### src/rtl/rbm_hat_pkg.sv
// Shared definitions for the RBM hidden activation table.
// Opcodes, status codes, parameter defaults and the ALU control group.
// No dependencies.
`timescale 1ns / 1ps

package rbm_hat_pkg;

  // Parameter defaults
  localparam int MAX_SITES_DEF   = 16;
  localparam int MAX_DENSITY_DEF = 2;
  localparam int WEIGHT_BITS_DEF = 16;
  localparam int ACT_BITS_DEF    = 24;

  // Command opcodes
  localparam logic [2:0] OP_LOAD_W  = 3'd0;
  localparam logic [2:0] OP_LOAD_B  = 3'd1;
  localparam logic [2:0] OP_REBUILD = 3'd2;
  localparam logic [2:0] OP_HOP     = 3'd3;
  localparam logic [2:0] OP_READ    = 3'd4;

  // Result status codes
  localparam logic [1:0] STAT_OK    = 2'd0;
  localparam logic [1:0] STAT_RANGE = 2'd1;
  localparam logic [1:0] STAT_SAT   = 2'd2;

  // Configuration register indexes (paddr[2])
  localparam logic REG_SITES   = 1'b0;
  localparam logic REG_DENSITY = 1'b1;

  // Operand selection for the shared add/saturate unit
  typedef struct packed {
    logic hop;    // base is the table entry, add to-row, subtract from-row
    logic first;  // rebuild: base is the hidden bias
    logic occ;    // rebuild: visible unit occupied, add the weight
  } alu_ctrl_t;

endpackage

### src/rtl/rbm_hat_alu.sv
// Shared accumulate unit: base + add - sub, then saturation to ACT_BITS.
// Depends on rbm_hat_pkg (alu_ctrl_t).
`timescale 1ns / 1ps

module rbm_hat_alu #(
  parameter int WEIGHT_BITS = rbm_hat_pkg::WEIGHT_BITS_DEF,
  parameter int ACT_BITS    = rbm_hat_pkg::ACT_BITS_DEF,
  parameter int ACC_W       = 32
) (
  input  rbm_hat_pkg::alu_ctrl_t        ctrl_i,
  input  logic signed [ACC_W-1:0]       acc_i,
  input  logic signed [WEIGHT_BITS-1:0] bias_i,
  input  logic signed [ACT_BITS-1:0]    act_i,
  input  logic signed [WEIGHT_BITS-1:0] w0_i,
  input  logic signed [WEIGHT_BITS-1:0] w1_i,
  output logic signed [ACC_W-1:0]       sum_o,
  output logic signed [ACT_BITS-1:0]    sat_val_o,
  output logic                          sat_o
);
  import rbm_hat_pkg::*;

  logic signed [ACC_W-1:0]      base;
  logic signed [ACC_W-1:0]      addend;
  logic signed [ACC_W-1:0]      subtr;
  logic [ACC_W-ACT_BITS:0]      top_bits;

  // operand select
  always_comb begin
    if (ctrl_i.hop) begin
      base = ACC_W'(act_i);
    end else if (ctrl_i.first) begin
      base = ACC_W'(bias_i);
    end else begin
      base = acc_i;
    end
    addend = (ctrl_i.hop || ctrl_i.occ) ? ACC_W'(w0_i) : '0;
    subtr  = ctrl_i.hop ? ACC_W'(w1_i) : '0;
  end

  assign sum_o = base + addend - subtr;

  // saturate: the bits above the activation sign must all match it
  assign top_bits  = sum_o[ACC_W-1:ACT_BITS-1];
  assign sat_o     = !((&top_bits) || !(|top_bits));
  assign sat_val_o = sat_o ? {sum_o[ACC_W-1], {(ACT_BITS-1){~sum_o[ACC_W-1]}}}
                           : sum_o[ACT_BITS-1:0];

endmodule

### config.mk
export PLATFORM = sky130hd
export DESIGN_NAME = rbm_hat_alu
export DESIGN_NICKNAME = d
export VERILOG_FILES = /design/src/rtl/rbm_hat_pkg.sv /design/src/rtl/rbm_hat_alu.sv
export SDC_FILE = /design/constraint.sdc
export NUM_CORES = 1
export LEC_CHECK = 0
export ABC_AREA = 1
export BUFFER_PORTS_ARGS = -buffer_cell sky130_fd_sc_hd__buf_4
export CAP_MARGIN = 20
export CORE_MARGIN = 2
export CORE_UTILIZATION = 40
export DETAILED_ROUTE_END_ITERATION = 12
export PLACE_DENSITY = 0.7
export REMOVE_ABC_BUFFERS = 1
export SLEW_MARGIN = 20
export SYNTH_ARGS = -nofsm -noshare
export SYNTH_HDL_FRONTEND = slang
export SYNTH_SLANG_ARGS = --single-unit
### constraint.sdc
create_clock -name vclk -period 4.1
set_clock_uncertainty 0.15 [all_clocks]
set_input_delay 0.41 -clock vclk [all_inputs]
set_output_delay 0.41 -clock vclk [all_outputs]
set_load 0.01 [all_outputs]
* Word level (Yosys, flattened, before mapping)
Cells that the tools add are included.
Storage, ports and cells: bits in registers 0, input port bits 107, output and inout bits 57, logic and storage cells 14
Cells by class: add/subtract/negate cells 2, multiplexer cells 5, bitwise operators 1, reduce and logical (&&, ||, !) cells 6
Operator list (number):
- 32-bit 2-to-1 mux | 4
- 32-bit adder | 1
- 32-bit subtractor | 1
- 24-bit 2-to-1 mux | 1
- 9-bit AND reduction | 1
- 9-bit OR reduction | 1
- 1-bit logical NOT | 2
- 1-bit logical OR | 2
- 1-bit NOT | 1

* Depth between registers and ports, before layout
Gate-level depths: netlist of the first run.
depth in word-level cells 8, mapped depth 26

* Worst setup path before layout of the first run
OpenSTA, ideal clock, no wires.
kind input to output, start in ctrl_i[1] in the netlist's numbering, end out sat_val_o[15], data arrival time 3.577 ns, slack -0.037 ns, stages 23, buffers on the path 3, cells stage by stage buf_2 nand2_1 nand2_1 clkbuf_1 a21oi_1 o21bai_1 fa_1 inv_1 ha_1 nand2_1 inv_1 nand2_1 nand2_1 a21oi_1 nand3_2 a21oi_1 nand2_1 nand2_1 nand3_2 nand2_4 buf_8 nand2_1 nand2_1
On the way: cells in the longest elaborated chain, start to end 8, elaborated cells between the ends (all ways) 10, classes of those cells add/sub (2); mux (3); bitwise (1); reduce/logical (4)
RTL lines:
- start, declared | RTL line rbm_hat_alu.sv:10 | input rbm_hat_pkg::alu_ctrl_t ctrl_i,
- 32-bit 2-to-1 mux (*) | RTL line rbm_hat_alu.sv:31 | end else if (ctrl_i.first) begin
- 32-bit 2-to-1 mux (*) | RTL line rbm_hat_alu.sv:29 | if (ctrl_i.hop) begin
- 32-bit adder (*) | RTL line rbm_hat_alu.sv:40 | assign sum_o = base + addend - subtr;
- 32-bit subtractor (*) | RTL line rbm_hat_alu.sv:40
- via sum_o[31] | RTL line rbm_hat_alu.sv:16 | output logic signed [ACC_W-1:0] sum_o,
- 9-bit OR reduction | RTL line rbm_hat_alu.sv:44 | assign sat_o = !((&top_bits) || !(|top_bits));
- 1-bit logical NOT | RTL line rbm_hat_alu.sv:44
- 1-bit logical OR | RTL line rbm_hat_alu.sv:44
- 24-bit 2-to-1 mux (*) | RTL line rbm_hat_alu.sv:45 | assign sat_val_o = sat_o ? {sum_o[ACC_W-1], {(ACT_BITS-1){~sum_o[ACC_W-1]}}}
- end, declared | RTL line rbm_hat_alu.sv:17 | output logic signed [ACT_BITS-1:0] sat_val_o,
Mark *: on every way through the listed nets, which the timed path passes. The rest lies on a longest branch.

* Worst setup path after layout of the first run
start in ctrl_i[1] in the netlist's numbering, end out sat_val_o[18]
On the way: cells in the longest elaborated chain, start to end 8, elaborated cells between the ends (all ways) 10, classes of those cells add/sub (2); mux (3); bitwise (1); reduce/logical (4)
RTL lines (RTL line):
- 32-bit 2-to-1 mux (*) | rbm_hat_alu.sv:31
- 32-bit 2-to-1 mux (*) | rbm_hat_alu.sv:29
- 32-bit adder (*) | rbm_hat_alu.sv:40
- 32-bit subtractor (*) | rbm_hat_alu.sv:40
- 9-bit OR reduction | rbm_hat_alu.sv:44
- 1-bit logical NOT | rbm_hat_alu.sv:44
- 1-bit logical OR | rbm_hat_alu.sv:44
- 24-bit 2-to-1 mux (*) | rbm_hat_alu.sv:45
Mark *: on every way between the ends. The rest lies on a longest branch, timed or not.

==> results of run 1 <==
through the flow:
| step | std cells | area [um2] |
|---|---|---|
| floorplan | 808 | 4260 |
| global placement | 1207 | 6450 |
| detailed placement | 1207 | 6450 |
| CTS | 1216 | 7240 |
| global route | 1234 | 7970 |
| finish | 1234 | 7970 |
layout make-up:
cell class / count / share of cell area
multi-input cells: 618 / 0.580
well taps: 140 / 0.0220
repair buffers: 284 / 0.307
inverters: 192 / 0.0912
worst max-delay path, delay by kind of cell:
family,cells,cell delay (ns)
buffers and inverters,7,0.84
and+or+nand+nor,13,1.39
adders and majority gates,2,0.88
AOI/OAI and AO/OA,2,0.25
repair_timing:
| item | CTS | global route |
|---|---|---|
| endpoints found under the setup margin | 24 | 24 |
| resized for setup | 152 | 169 |
| buffers inserted | 6 | 12 |
| pin swaps | 33 | 53 |
| cloned | 3 | 6 |
cells in the mapped netlist:
master,count,area share
sky130_fd_sc_hd__fa_1,31,0.14
sky130_fd_sc_hd__inv_1,190,0.16
sky130_fd_sc_hd__nand3b_2,1,0.0026
sky130_fd_sc_hd__o21ai_0,27,0.031
sky130_fd_sc_hd__clkbuf_1,8,0.0069
sky130_fd_sc_hd__xnor2_1,10,0.020
sky130_fd_sc_hd__o22ai_1,1,0.0014
sky130_fd_sc_hd__o21a_1,1,0.0017
sky130_fd_sc_hd__buf_1,2,0.0017
sky130_fd_sc_hd__and2_1,3,0.0043
sky130_fd_sc_hd__nor2_1,49,0.042
sky130_fd_sc_hd__or2_1,1,0.0014
sky130_fd_sc_hd__nand4_1,3,0.0043
sky130_fd_sc_hd__a31oi_1,8,0.011
sky130_fd_sc_hd__nor2_4,2,0.0052
sky130_fd_sc_hd__nor3_1,1,0.0011
sky130_fd_sc_hd__or2_2,1,0.0014
sky130_fd_sc_hd__nand2_4,1,0.0026
sky130_fd_sc_hd__nor2_2,10,0.014
sky130_fd_sc_hd__nand3_1,37,0.042
sky130_fd_sc_hd__o21bai_1,9,0.016
sky130_fd_sc_hd__a21oi_1,26,0.030
sky130_fd_sc_hd__nand3_2,4,0.0092
sky130_fd_sc_hd__inv_2,2,0.0017
sky130_fd_sc_hd__nand3b_1,1,0.0017
sky130_fd_sc_hd__xor2_1,13,0.026
sky130_fd_sc_hd__buf_2,4,0.0046
sky130_fd_sc_hd__nand2_2,14,0.020
sky130_fd_sc_hd__buf_4,2,0.0034
sky130_fd_sc_hd__a21o_1,1,0.0017
sky130_fd_sc_hd__nand2_1,328,0.28
sky130_fd_sc_hd__ha_1,32,0.092
sky130_fd_sc_hd__nor3_2,1,0.0023
sky130_fd_sc_hd__buf_8,2,0.0069
per-layer routing:
layer  up-vias  wire [um]  track usage
li1       3000          -            -
met1      2725       6890        0.330
met2       197       8860        0.485
met3        46        915       0.0133
met4         0        540       0.0449
met5         -          0            0
power breakdown:
| group | switching [mW] | leakage (nW) | internal, mW |
|---|---|---|---|
| combinational | 1.82 | 4.40 | 1.72 |
| sequential | 0 | 0 | 0 |
| clock | 0 | 0 | 0 |
| total | 1.82 | 4.40 | 1.72 |
cells by family after synthesis:
group                      Yosys count
xor gates and xnor gates            23
and+or+nand+nor                    457
adders and majority gates           63
buffers and inverters              210
AOI/OAI and AO/OA                   73
final timing paths:
path / endpoint / slack (ns) / cells past startpoint
hold / removal: sum_o[0] / 1.16 / 5
setup / recovery: sat_val_o[18] / -0.25 / 24
==> results.txt, run 1 <==
slack of the critical path - -0.247 ns
fraction of final layout cells with drive strength greater than 1 - 0.484
clock period minus worst slack - 4.35 ns
critical path launch point - ctrl_i[1]
overflow left after global routing - 0
quantity of hold-fixing buffers added after cts - 0
DP Wirelength - 11.9 mm
total count of max-transition violations in the final report - 0
required time of the worst setup path - 3.54 ns
Die ar. - 11700 um2
Worst setup EP type - output pin
initial standard-cell utilization of the core - 0.406
clock buffer count in the final layout - 0
Core Util, Final - 0.742
final routed wirelength across all metal layers - 17.2 mm
multi-input gate area in the final layout - 4620 um2
mapped cell area - 4360 um2
first-iteration detailed-routing DRC count - 385
cell type of the slowest stage on the worst timing path - sky130_fd_sc_hd__fa_1
RePlAce Congestion - 0.945
Yosys warnings - 0
die boundary height - 108 um
Setup TNS Final - -5.17 ns
most common cell type on the critical path - sky130_fd_sc_hd__nand2_1
multiplexer share of the synthesized area - 0
worst hold slack across all endpoints - 1.16 ns
Initial DRT Pass Iterations - 5
Worst Max-Slew Pin Slew - 0.475 ns
Crit Path Max Fanout - 6
DRC Markers - 0
layout sequential cell count - 0
sequence of cells on the critical path - buf_8 > clkinvlp_4 > buf_12 > a21oi_1 > o21bai_2 > fa_1 > inv_2 > ha_4 > nand2_2 > nor2_4 > nand2_1 > nor2_1 > nand2_2 > nand2_1 > nand2_1 > nand2_1 > nand2_1 > nor2_2 > nand3_4 > nand2_4 > buf_12 > clkbuf_16 > nand2_1 > buf_6
most common library cell in the layout ignoring fill and taps - sky130_fd_sc_hd__nand2_1
number of global-route vias before repair - 5646
max incr delay on CP - 0.57 ns
fill cell instance count of the final layout - 842
leakage power total - 4.40 nW
vias after detailed routing - 5968
number of nets with antenna violations after detailed routing - 0
final count of hold timing violations - 0
routed length per placed instance - 13.9 um
vias per cell - 4.84
timing-limited maximum frequency - 230 MHz
hold wc startpoint - act_i[0]
endpoint arrival time on the critical path - 3.79 ns
net count reported at finish - 1266
first-pass GRT wire length - 25.1 mm
total of max-cap violations - 0
pin count of the biggest net entering global routing - 25
violated checks - setup timing
number of buffers added on ports - 164
antenna violations before repair - 0
area taken by flip-flops and latches - 0 um2
dominant combinational cell family by area after synthesis - simple AND/OR/NAND/NOR gates
simple-gate area share of the yosys netlist - 0.438
maximum VDD drop - 0.000306 V
final-report setup violation count - 24
antenna diode count - 0
signed area change from the synthesized netlist to the final layout - 82.9%
most frequent cells in the layout - 244 x sky130_fd_sc_hd__nand2_1, 242 x sky130_fd_sc_hd__buf_4, 160 x sky130_fd_sc_hd__inv_1
pre-CTS setup slack - -0.301 ns
CP startpoint kind - primary input
DIE WIDTH - 108 um
share of the cycle needed by the critical path after routing - 1.06
gr usage total - 0.259
Synth Area in Adders - 0.234
class of the most critical hold timing path - primary input to output pin
Synth cell types - 34
result of the run - complete, but fails checks
parity-gate share of the synthesized area counting xor and xnor cells - 0.0462
slew margin rel. - 0.681
Core ar. - 10700 um2
critical path type - primary input to output pin
total power per unit cell area - 445 nW/um2
part of the Yosys area used for sequential elements - 0
synthesized netlist cell count - 826
number of I/O pins - 164
standard-cell row count - 38
mean post-synth cell area - 5.28 um2
Compound-Gate Fraction of Synth Area - 0.0927
overall power after layout - 3.55 mW
RSZ-0062 raised after global routing - true
Note: power is estimated with default switching activity, not from simulation.
==> run 2, diff against run 1 <==
--- a/config.mk
+++ b/config.mk
@@ -8,6 +8,7 @@
 export ABC_AREA = 1
 export BUFFER_PORTS_ARGS = -buffer_cell sky130_fd_sc_hd__buf_4
 export CAP_MARGIN = 20
+export CORE_ASPECT_RATIO = 1.1
 export CORE_MARGIN = 2
 export CORE_UTILIZATION = 40
 export DETAILED_ROUTE_END_ITERATION = 12
==> run 2 against run 1 <==
Effect of this change: the flow still finishes with violations (setup timing); cell area is 0.75% lower; sequential share of layout area stayed put; non-clock buffer count down 10; die area barely moved; power shrank 3.7%; routed wire length rose by 3.2%; critical endpoint is now sat_val_o[12]; largest cell class unchanged; largest power group unchanged.
==> results.txt, run 2 (same netlist as run 1, synthesis figures left out) <==
layout sequential cell count - 0 (unchanged)
max incr delay on CP - 0.41 ns (was 0.57 ns)
signed area change from the synthesized netlist to the final layout - 81.5% (was 82.9%)
final routed wirelength across all metal layers - 17.8 mm (was 17.2 mm)
overflow left after global routing - 0 (unchanged)
switching portion of total power - 0.528 (was 0.514)
Crit Path Max Fanout - 6 (unchanged)
total power per unit cell area - 432 nW/um2 (was 445 nW/um2)
violated checks - setup timing (unchanged)
pin count of the biggest net entering global routing - 21 (was 25)
net count reported at finish - 1255 (was 1266)
most common cell type on the critical path - sky130_fd_sc_hd__nand2_1 (unchanged)
endpoint arrival time on the critical path - 3.81 ns (was 3.79 ns)
clock period minus worst slack - 4.37 ns (was 4.35 ns)
most frequent cells in the layout - 234 x sky130_fd_sc_hd__nand2_1, 234 x sky130_fd_sc_hd__buf_4, 169 x sky130_fd_sc_hd__inv_1 (was 244 x sky130_fd_sc_hd__nand2_1, 242 x sky130_fd_sc_hd__buf_4, 160 x sky130_fd_sc_hd__inv_1)
Initial DRT Pass Iterations - 5 (unchanged)
vias after detailed routing - 5983 (was 5968)
DIE WIDTH - 104 um (was 108 um)
DP Cell Count - 1206 (was 1207)
Logic pwr share - 1.000 (about the same)
gr usage total - 0.229 (was 0.259)
P_sw - 1.80 mW (was 1.82 mW)
class of the most critical hold timing path - primary input to output pin (unchanged)
standard-cell row count - 39 (was 38)
required time of the worst setup path - 3.54 ns (about the same)
number of I/O pins - 164 (unchanged)
maximum VDD drop - 0.000339 V (was 0.000306 V)
Die ar. - 11700 um2 (about the same)
cell type of the slowest stage on the worst timing path - sky130_fd_sc_hd__fa_1 (unchanged)
antenna diode count - 0 (unchanged)
Worst setup EP type - output pin (unchanged)
total count of max-transition violations in the final report - 0 (unchanged)
number of buffers added on ports - 164 (unchanged)
Core ar. - 10500 um2 (was 10700 um2)
proportion of power drawn by the clock network - 0 (about the same)
first-pass GRT wire length - 23.1 mm (was 25.1 mm)
CP startpoint kind - primary input (unchanged)
fraction of final layout cells with drive strength greater than 1 - 0.474 (was 0.484)
CP top delay family - simple AND/OR/NAND/NOR gates (unchanged)
vias per cell - 4.88 (was 4.84)
routed length per placed instance - 14.5 um (was 13.9 um)
slack of the critical path - -0.271 ns (was -0.247 ns)
cell internal pwr - 1.61 mW (was 1.72 mW)
DP Wirelength - 11.8 mm (was 11.9 mm)
total of max-cap violations - 0 (unchanged)
hold wc startpoint - act_i[0] (unchanged)
fill cell instance count of the final layout - 775 (was 842)
final-report setup violation count - 24 (unchanged)
WHS Endpoint - sum_o[0] (unchanged)
timing-limited maximum frequency - 229 MHz (was 230 MHz)
final count of hold timing violations - 0 (unchanged)
result of the run - complete, but fails checks (unchanged)
number of nets with antenna violations after detailed routing - 0 (unchanged)
RSZ-0062 raised after global routing - true (unchanged)
first-iteration detailed-routing DRC count - 404 (was 385)
overall power after layout - 3.41 mW (was 3.55 mW)
leakage power total - 4.41 nW (was 4.40 nW)
antenna violations before repair - 0 (unchanged)
critical path type - primary input to output pin (unchanged)
RePlAce Congestion - 0.927 (was 0.945)
Sequential Power Share - 0 (about the same)
buffers and inverters on the worst path - 9 (was 7)
share of the cycle needed by the critical path after routing - 1.07 (was 1.06)
number of global-route vias before repair - 5307 (was 5646)
die boundary height - 113 um (was 108 um)
multi-input gate area in the final layout - 4620 um2 (about the same)
Setup TNS Final - -5.48 ns (was -5.17 ns)
Worst Max-Slew Pin Slew - 0.442 ns (was 0.475 ns)
slew margin rel. - 0.705 (was 0.681)
number of cells on the worst hold path - 5 (unchanged)
area taken by flip-flops and latches - 0 um2 (unchanged)
Post-Layout Cell Count - 1226 (was 1234)
clock buffer count in the final layout - 0 (unchanged)
DRC Markers - 0 (unchanged)
initial standard-cell utilization of the core - 0.415 (was 0.406)
-- run 2: worst max-delay path by stage --
| stage | start | endpoint | slack [ns] | depth (start not counted) |
|---|---|---|---|---|
| final | ctrl_i[2] | sat_val_o[12] | -0.27 | 27 |
| after global routing | ctrl_i[2] | sat_val_o[12] | -0.43 | 23 |
| after CTS | ctrl_i[2] | sat_val_o[4] | -0.19 | 25 |
| after detailed placement | ctrl_i[2] | sat_val_o[4] | -0.41 | 23 |
| after global placement | ctrl_i[2] | sat_val_o[0] | -0.33 | 25 |
| after floorplan | ctrl_i[2] | sat_val_o[0] | -0.26 | 19 |
-- run 2: cell type report --
class,count,share of cell area
multi-input combinational,617,0.585
tap,143,0.0226
inverter,192,0.0919
timing repair buffer,274,0.301
-- run 2: power by group through the flow --
stage          clock, mW  sequential (mW)  combinational (mW)
4_1_cts                0                0                2.76
5_1_grt                0                0                3.66
2_1_floorplan          0                0                1.38
6_report               0                0                3.41
3_5_place_dp           0                0                2.65
3_3_place_gp           0                0                2.63
-- run 2: timing repair --
| action | 4_1_cts | 5_1_grt |
|---|---|---|
| hold buffers | 0 | 0 |
| gates resized for setup | 41 | 271 |
| pin swaps | 6 | 108 |
| endpoints found under the setup margin | 25 | 30 |
| cloned | 0 | 7 |
| setup buffers | 3 | 10 |
-- run 2: stage by stage --
stage	setup slack, ns	hold slack, ns	utilization	instance area (um2)
4_1_cts	-0.193	1.16	0.634	6650
6_report	-0.271	1.18	0.754	7910
3_5_place_dp	-0.407	1.16	0.613	6440
2_1_floorplan	-0.261	0.946	-	4260
3_3_place_gp	-0.330	1.16	0.613	6440
5_1_grt	-0.431	1.24	0.754	7910
-- run 2: per-layer routing --
layer	track usage	routed length [um]
met1	0.276	6890
met2	0.457	9460
met3	0.0166	878
met4	0.0315	522
met5	0	0
